### config.mk
export PLATFORM = sky130hd
export DESIGN_NAME = trade_side_classifier
export DESIGN_NICKNAME = d
export VERILOG_FILES = /design/src/tsc_pkg.sv /design/src/tsc_cfg_regs.sv /design/src/tsc_classify.sv /design/src/trade_side_classifier.sv
export SDC_FILE = /design/constraint.sdc
export NUM_CORES = 1
export LEC_CHECK = 0
export BUFFER_PORTS_ARGS = -buffer_cell sky130_fd_sc_hd__buf_4
export CORE_MARGIN = 5
export CORE_UTILIZATION = 60
export DETAILED_ROUTE_END_ITERATION = 6
export PLACE_DENSITY = 0.88
export SYNTH_ARGS = -nofsm -noshare
export SYNTH_HDL_FRONTEND = slang
export SYNTH_SLANG_ARGS = --single-unit
### constraint.sdc
create_clock -name clk -period 14.4 [get_ports clk]
set_input_delay 0.72 -clock clk [delete_from_list [all_inputs] [get_ports clk]]
set_output_delay 0.72 -clock clk [all_outputs]
set_load 0.1 [all_outputs]
### src/tsc_pkg.sv
// shared types and codes for the trade side classifier
package tsc_pkg;

  // register file geometry
  localparam int unsigned CFG_IDX_W  = 1;
  localparam int unsigned CFG_DATA_W = 32;

  // configuration register indexes
  localparam logic [CFG_IDX_W-1:0] CFG_IDX_MAX_QUOTE_AGE   = 1'd0;
  localparam logic [CFG_IDX_W-1:0] CFG_IDX_PRICE_TOLERANCE = 1'd1;

  // item kinds
  typedef enum logic {
    KIND_QUOTE = 1'b0,
    KIND_TRADE = 1'b1
  } kind_t;

  // classified side
  typedef enum logic [1:0] {
    SIDE_UNKNOWN = 2'd0,
    SIDE_BUY     = 2'd1,
    SIDE_SELL    = 2'd2
  } side_t;

  // classification method
  typedef enum logic [1:0] {
    METHOD_UNKNOWN = 2'd0,
    METHOD_QUOTE   = 2'd1,
    METHOD_TICK    = 2'd2
  } method_t;

  // input word
  typedef struct packed {
    kind_t              kind;
    logic [39:0]        time_seconds;
    logic signed [31:0] trade_price;
    logic signed [31:0] trade_size;
    logic               trade_finite;
    logic signed [31:0] quote_bid;
    logic signed [31:0] quote_ask;
  } in_word_t;

  // result word
  typedef struct packed {
    side_t              side;
    method_t            method;
    logic [39:0]        out_time;
    logic signed [31:0] out_price;
    logic signed [31:0] out_size;
  } out_word_t;

  // configuration register contents
  typedef struct packed {
    logic [31:0] max_quote_age;
    logic [30:0] price_tolerance;
  } cfg_t;

endpackage

### src/tsc_cfg_regs.sv
// configuration registers of the trade side classifier
module tsc_cfg_regs
  import tsc_pkg::*;
(
  input  logic                  clk,
  input  logic                  rst_n,
  input  logic                  cfg_we,
  input  logic [CFG_IDX_W-1:0]  cfg_index,
  input  logic [CFG_DATA_W-1:0] cfg_wdata,
  output cfg_t                  cfg
);

  cfg_t cfg_r;

  // register writes, no read-back
  always_ff @(posedge clk) begin
    if (!rst_n) begin
      cfg_r <= '0;
    end else if (cfg_we) begin
      unique case (cfg_index)
        CFG_IDX_MAX_QUOTE_AGE: begin
          cfg_r.max_quote_age <= cfg_wdata;
        end
        CFG_IDX_PRICE_TOLERANCE: begin
          cfg_r.price_tolerance <= cfg_wdata[30:0];
        end
        default: begin
        end
      endcase
    end
  end

  assign cfg = cfg_r;

endmodule

### src/tsc_classify.sv
// quote test and tick rule with the held quote and last trade state
module tsc_classify
  import tsc_pkg::*;
(
  input  logic      clk,
  input  logic      rst_n,
  input  cfg_t      cfg,
  input  in_word_t  item,
  input  logic      commit,
  output out_word_t res
);

  logic signed [31:0] held_bid_r,  held_bid_nxt;
  logic signed [31:0] held_ask_r,  held_ask_nxt;
  logic [39:0]        held_time_r, held_time_nxt;
  logic               quote_seen_r, quote_seen_nxt;
  logic signed [31:0] last_price_r, last_price_nxt;
  logic               last_seen_r,  last_seen_nxt;
  side_t              last_dir_r,   last_dir_nxt;

  logic               trade_ok;
  logic               age_ok;
  logic               fresh;
  logic [39:0]        age;
  logic signed [33:0] price_x;
  logic signed [33:0] tol_x;
  logic signed [33:0] ask_lo;
  logic signed [33:0] bid_hi;
  logic signed [33:0] last_hi;
  logic signed [33:0] last_lo;
  side_t              side;
  method_t            method;

  // trade validity and quote freshness
  always_comb begin
    trade_ok = item.trade_finite
               && !item.trade_price[31] && (item.trade_price != '0)
               && !item.trade_size[31]  && (item.trade_size  != '0);
    age      = item.time_seconds - held_time_r;
    age_ok   = (item.time_seconds <= held_time_r) || (age <= {8'd0, cfg.max_quote_age});
    fresh    = quote_seen_r && age_ok
               && !held_bid_r[31] && (held_bid_r != '0)
               && (held_ask_r >= held_bid_r);
  end

  // tolerance bounds, exact at 34 bits
  always_comb begin
    price_x = 34'(item.trade_price);
    tol_x   = $signed({3'd0, cfg.price_tolerance});
    ask_lo  = 34'(held_ask_r)   - tol_x;
    bid_hi  = 34'(held_bid_r)   + tol_x;
    last_hi = 34'(last_price_r) + tol_x;
    last_lo = 34'(last_price_r) - tol_x;
  end

  // side decision, quote test first
  always_comb begin
    side   = SIDE_UNKNOWN;
    method = METHOD_UNKNOWN;
    priority if (trade_ok && fresh && (price_x >= ask_lo)) begin
      side   = SIDE_BUY;
      method = METHOD_QUOTE;
    end else if (trade_ok && fresh && (price_x <= bid_hi)) begin
      side   = SIDE_SELL;
      method = METHOD_QUOTE;
    end else if (trade_ok && last_seen_r) begin
      priority if (price_x > last_hi) begin
        side = SIDE_BUY;
      end else if (price_x < last_lo) begin
        side = SIDE_SELL;
      end else begin
        side = last_dir_r;
      end
      method = (side != SIDE_UNKNOWN) ? METHOD_TICK : METHOD_UNKNOWN;
    end else begin
      // invalid trade, or no earlier valid trade to tick against
      side   = SIDE_UNKNOWN;
      method = METHOD_UNKNOWN;
    end
  end

  // result word
  always_comb begin
    res.side      = side;
    res.method    = method;
    res.out_time  = item.time_seconds;
    res.out_price = item.trade_price;
    res.out_size  = item.trade_size;
  end

  // state update when the word leaves the input stage
  always_comb begin
    held_bid_nxt   = held_bid_r;
    held_ask_nxt   = held_ask_r;
    held_time_nxt  = held_time_r;
    quote_seen_nxt = quote_seen_r;
    last_price_nxt = last_price_r;
    last_seen_nxt  = last_seen_r;
    last_dir_nxt   = last_dir_r;
    if (commit) begin
      unique case (item.kind)
        KIND_QUOTE: begin
          held_bid_nxt   = item.quote_bid;
          held_ask_nxt   = item.quote_ask;
          held_time_nxt  = item.time_seconds;
          quote_seen_nxt = 1'b1;
        end
        KIND_TRADE: begin
          if (trade_ok) begin
            last_price_nxt = item.trade_price;
            last_seen_nxt  = 1'b1;
          end
          if (side != SIDE_UNKNOWN) begin
            last_dir_nxt = side;
          end
        end
        default: begin
        end
      endcase
    end
  end

  always_ff @(posedge clk) begin
    if (!rst_n) begin
      held_bid_r   <= '0;
      held_ask_r   <= '0;
      held_time_r  <= '0;
      quote_seen_r <= 1'b0;
      last_price_r <= '0;
      last_seen_r  <= 1'b0;
      last_dir_r   <= SIDE_UNKNOWN;
    end else begin
      held_bid_r   <= held_bid_nxt;
      held_ask_r   <= held_ask_nxt;
      held_time_r  <= held_time_nxt;
      quote_seen_r <= quote_seen_nxt;
      last_price_r <= last_price_nxt;
      last_seen_r  <= last_seen_nxt;
      last_dir_r   <= last_dir_nxt;
    end
  end

endmodule

### src/trade_side_classifier.sv
// a trade word accepted into the input register is classified from it and, once the
// result register is free, registered there; a stall can hold it in the input stage
// throughput: one word per cycle, quotes and trades alike, unless a trade meets a stall
// quotes update the held quote and produce no result word
// out_ready low holds the result register and stalls a trade in the input stage behind it
// synchronous active-low reset clears both stage valids, the config and the classifier state
module trade_side_classifier
  import tsc_pkg::*;
(
  input  logic                  clk,
  input  logic                  rst_n,
  input  logic                  in_valid,
  output logic                  in_ready,
  input  in_word_t              in_word,
  output logic                  out_valid,
  input  logic                  out_ready,
  output out_word_t             out_word,
  input  logic                  cfg_we,
  input  logic [CFG_IDX_W-1:0]  cfg_index,
  input  logic [CFG_DATA_W-1:0] cfg_wdata
);

  cfg_t      cfg;
  in_word_t  in_r;
  logic      in_valid_r, in_valid_nxt;
  out_word_t out_r;
  logic      out_valid_r, out_valid_nxt;
  out_word_t res;
  logic      s1_go;

  tsc_cfg_regs u_cfg (
    .clk       (clk),
    .rst_n     (rst_n),
    .cfg_we    (cfg_we),
    .cfg_index (cfg_index),
    .cfg_wdata (cfg_wdata),
    .cfg       (cfg)
  );

  tsc_classify u_cls (
    .clk    (clk),
    .rst_n  (rst_n),
    .cfg    (cfg),
    .item   (in_r),
    .commit (s1_go),
    .res    (res)
  );

  // input stage moves on when a quote, or when the result register frees up
  always_comb begin
    s1_go    = in_valid_r && ((in_r.kind == KIND_QUOTE) || !out_valid_r || out_ready);
    in_ready = !in_valid_r || s1_go;
  end

  // stage valids
  always_comb begin
    in_valid_nxt  = in_valid_r;
    out_valid_nxt = out_valid_r;
    if (in_ready) begin
      in_valid_nxt = in_valid;
    end
    if (s1_go && (in_r.kind == KIND_TRADE)) begin
      out_valid_nxt = 1'b1;
    end else if (out_ready) begin
      out_valid_nxt = 1'b0;
    end
  end

  always_ff @(posedge clk) begin
    if (!rst_n) begin
      in_valid_r  <= 1'b0;
      out_valid_r <= 1'b0;
    end else begin
      in_valid_r  <= in_valid_nxt;
      out_valid_r <= out_valid_nxt;
    end
  end

  // payload registers
  always_ff @(posedge clk) begin
    if (in_ready && in_valid) begin
      in_r <= in_word;
    end
    if (s1_go && (in_r.kind == KIND_TRADE)) begin
      out_r <= res;
    end
  end

  assign out_valid = out_valid_r;
  assign out_word  = out_r;

endmodule

==> results.cfg <==
[layout]
final_cells = 3895
layout-drive-gt1-share_pct = 13.10
syn_to_final_growth_pct = 15.83
layout.nets = 3807
final_cell_area_mm2 = 0.03335
post-route-util_pct = 69.99

[global_route]
grt_pass1_wl_um = 124200
grt_antenna_before_repair = 5
grt_max_degree = 124
grt_pass1_vias = 23230
grtUsageTotal_pct = 29.23
gr-total-overflow = 0

[clock_network]
ctsResizeCount = 0
clk_pin_slew_worst_paths_ns = 0.07
ctsLongestPathBuffers = 3
cts.sinks = 483
cts_inserted_buffers = 49
cts_tree = built
htreeDepth = 2
hold_buffers = 0
clock_latency_ns = 0.61
root_buffer = clkbuf_16
cts_post_setup_buffers_inserted = 0

[sta]
rsz0062_at_grt = no
hold_viol = 0
timing.fmax_ghz = 0.1582
finalSetupViolCount = 0
relSlewSlack_pct = 14.48
fin_skew_ns = 0.02742
tns_ns = 0
slew_viol_final = 0
tightest_slew_ns = 1.277
fin_crit_sh_pct = 43.90
layout_min_cycle_time_ns = 6.322
layout_setup_ws_ns = 8.078
holdWs_ns = 0.2832

[drt]
via_per_inst = 5.902
first_pass_iters = 5
postRouteAntennaNets = 0
drc = 0
wl_um = 78340
drt_first_iter_violations = 1813
vias = 22990
wl_per_cell_um = 20.11

[floorplan]
dieArea_mm2 = 0.05246
rows = 80
core_mm2 = 0.04765
fp.dieW_um = 229.0
initial_utilization_pct = 60.42
pin_count = 318
fp.dieH_um = 229.0

[worst_setup_path]
path_max_fanout = 6
crit_path_end_kind = flop
crit_type = reg -> reg
worstPathArrival_ns = 6.82
reg2reg_depth = 23
cp-start-kind = flop
required_ns = 14.90
rr_endpoint = u_cls.last_dir_r[1]
worstReg2RegStart = u_cfg.cfg[1]
rrSetupSlack_ns = 8.08

[synth]
synth_nets = 3526
synth_seq_cells = 483
synth_edf_count = 278
synth_top_area_share_pct = 29.00
yosys_warnings = 0
synth_cell_types = 72
yosys.area.top_type = edfxtp_1
synthCells = 2954
synthTopCellsByCount = nand2_1, ha_1, edfxtp_1
avgSynthCellArea_um2 = 9.746
synth_seq_area_share_pct = 43.25
synth_area_mm2 = 0.02879
yosys-top-cells-area = edfxtp_1, ha_1, dfxtp_1
async_flop_share_pct = 0
synth.most_common_cell = nand2_1
synthFlopType = edfxtp_1

[power]
p_per_area_mw_per_mm2 = 108.3
total_power_mw = 3.611
vdd_drop_max_mv = 0.1212
leakagePower_nw = 13.63

[place]
pre_cts_slack_ns = 8.108
place_congestion = 0.9432
port_buffers = 317
placed_cell_area_mm2 = 0.03168
placedCellCount = 3799
dp_hpwl_um = 60340

[worst_hold_path]
hold_depth = 1
hold_path_end = in_r[28]
hold_path_class = in -> reg
hold_path_startpoint = in_word[28]

[status]
status = complete, no violations

[flow_run]
cap_violations = 0
worst max path at each step:
| stage | from | to | slack [ns] | depth (start not counted) |
|---|---|---|---|---|
| after floorplan | in_r[169] | in_r[0] | 3.98 | 1 |
| after global placement | u_cfg.cfg[1] | u_cls.last_dir_r[1] | 8.35 | 23 |
| after detailed placement | u_cfg.cfg[1] | u_cls.last_dir_r[1] | 8.11 | 23 |
| after CTS | u_cfg.cfg[1] | u_cls.last_dir_r[1] | 8.10 | 23 |
| after global routing | u_cfg.cfg[1] | u_cls.last_dir_r[1] | 7.38 | 23 |
| final | u_cfg.cfg[1] | u_cls.last_dir_r[1] | 8.08 | 23 |
critical path, stage by stage (launching register included):
cell and delay [ns]:
dfxtp_1 0.50, ha_1 0.29, a21o_1 0.16, a21oi_1 0.22, o21bai_1 0.12, a2111oi_0 0.56, o41ai_1 0.20, a21oi_1 0.36
o211ai_1 0.19, a31oi_1 0.22, nand2b_1 0.12, o31ai_2 0.30, o21ai_1 0.16, a311oi_1 0.33, xnor2_1 0.11, ha_1 0.30
and4_1 0.20, nand4_1 0.12, nor4_1 0.41, a31oi_1 0.16, a211o_1 0.35, a211oi_1 0.42, nor3_1 0.10, a311o_1 0.33
layout by cell type (no fill, tap or decap), drive strengths merged, types with 51 or more instances in the layout:
cell type and count:
a21boi 170, a21o 89, a21oi 191, buf 326, clkbuf 74, dfxtp 205
edfxtp 278, ha 359, inv 216, nand2 426, nor2 138, nor2b 68
o21ai 101, xnor2 94, xor2 51
power breakdown:
part           leakage, nW  total [mW]  internal [mW]  switching (mW)
combinational         8.50       0.738          0.301           0.437
clock                0.806        1.30          0.742           0.555
sequential            4.32        1.58           1.52          0.0545
total                 13.6        3.61           2.56            1.05
layer usage:
layer,track usage (%),vias to the layer above,part of all wire (%)
li1,-,11110,-
met4,12.40,2,4.4
met5,0,-,0.026
met1,38.97,10940,43
met2,48.07,762,47
met3,4.223,171,6.2
area by class of cell:
type                       count  area (um2)
inverter                     212       795.8
multi-input combinational   2163       15220
timing repair buffer         326        2447
antenna                        4       10.01
clock inverter                18       202.7
tap                          615       769.5
clock buffer                  74        1453
fill                        3529       14300
sequential                   483       12450
kinds of logic after synthesis:
kind of cell | after synthesis | share of synthesized area, %
and+or+nand+nor | 896 | 14.39
buffers and inverters | 308 | 4.055
xor gates and xnor gates | 145 | 4.411
DFF | 483 | 43.25
AOI/OAI and AO/OA | 727 | 16.86
adders and majority gates | 364 | 15.95
muxes | 31 | 1.078
flip-flops by register name, summed over array words and instances, names as in the netlist, 2 cells and up:
name	cells
u_cls.last_price_r	32
u_cls.held_ask_r	32
u_cls.last_dir_r	2
u_cfg.cfg	63
u_cls.held_bid_r	32
out_word	108
in_r	170
u_cls.held_time_r	40
Note: power is estimated with default switching activity, not from simulation.
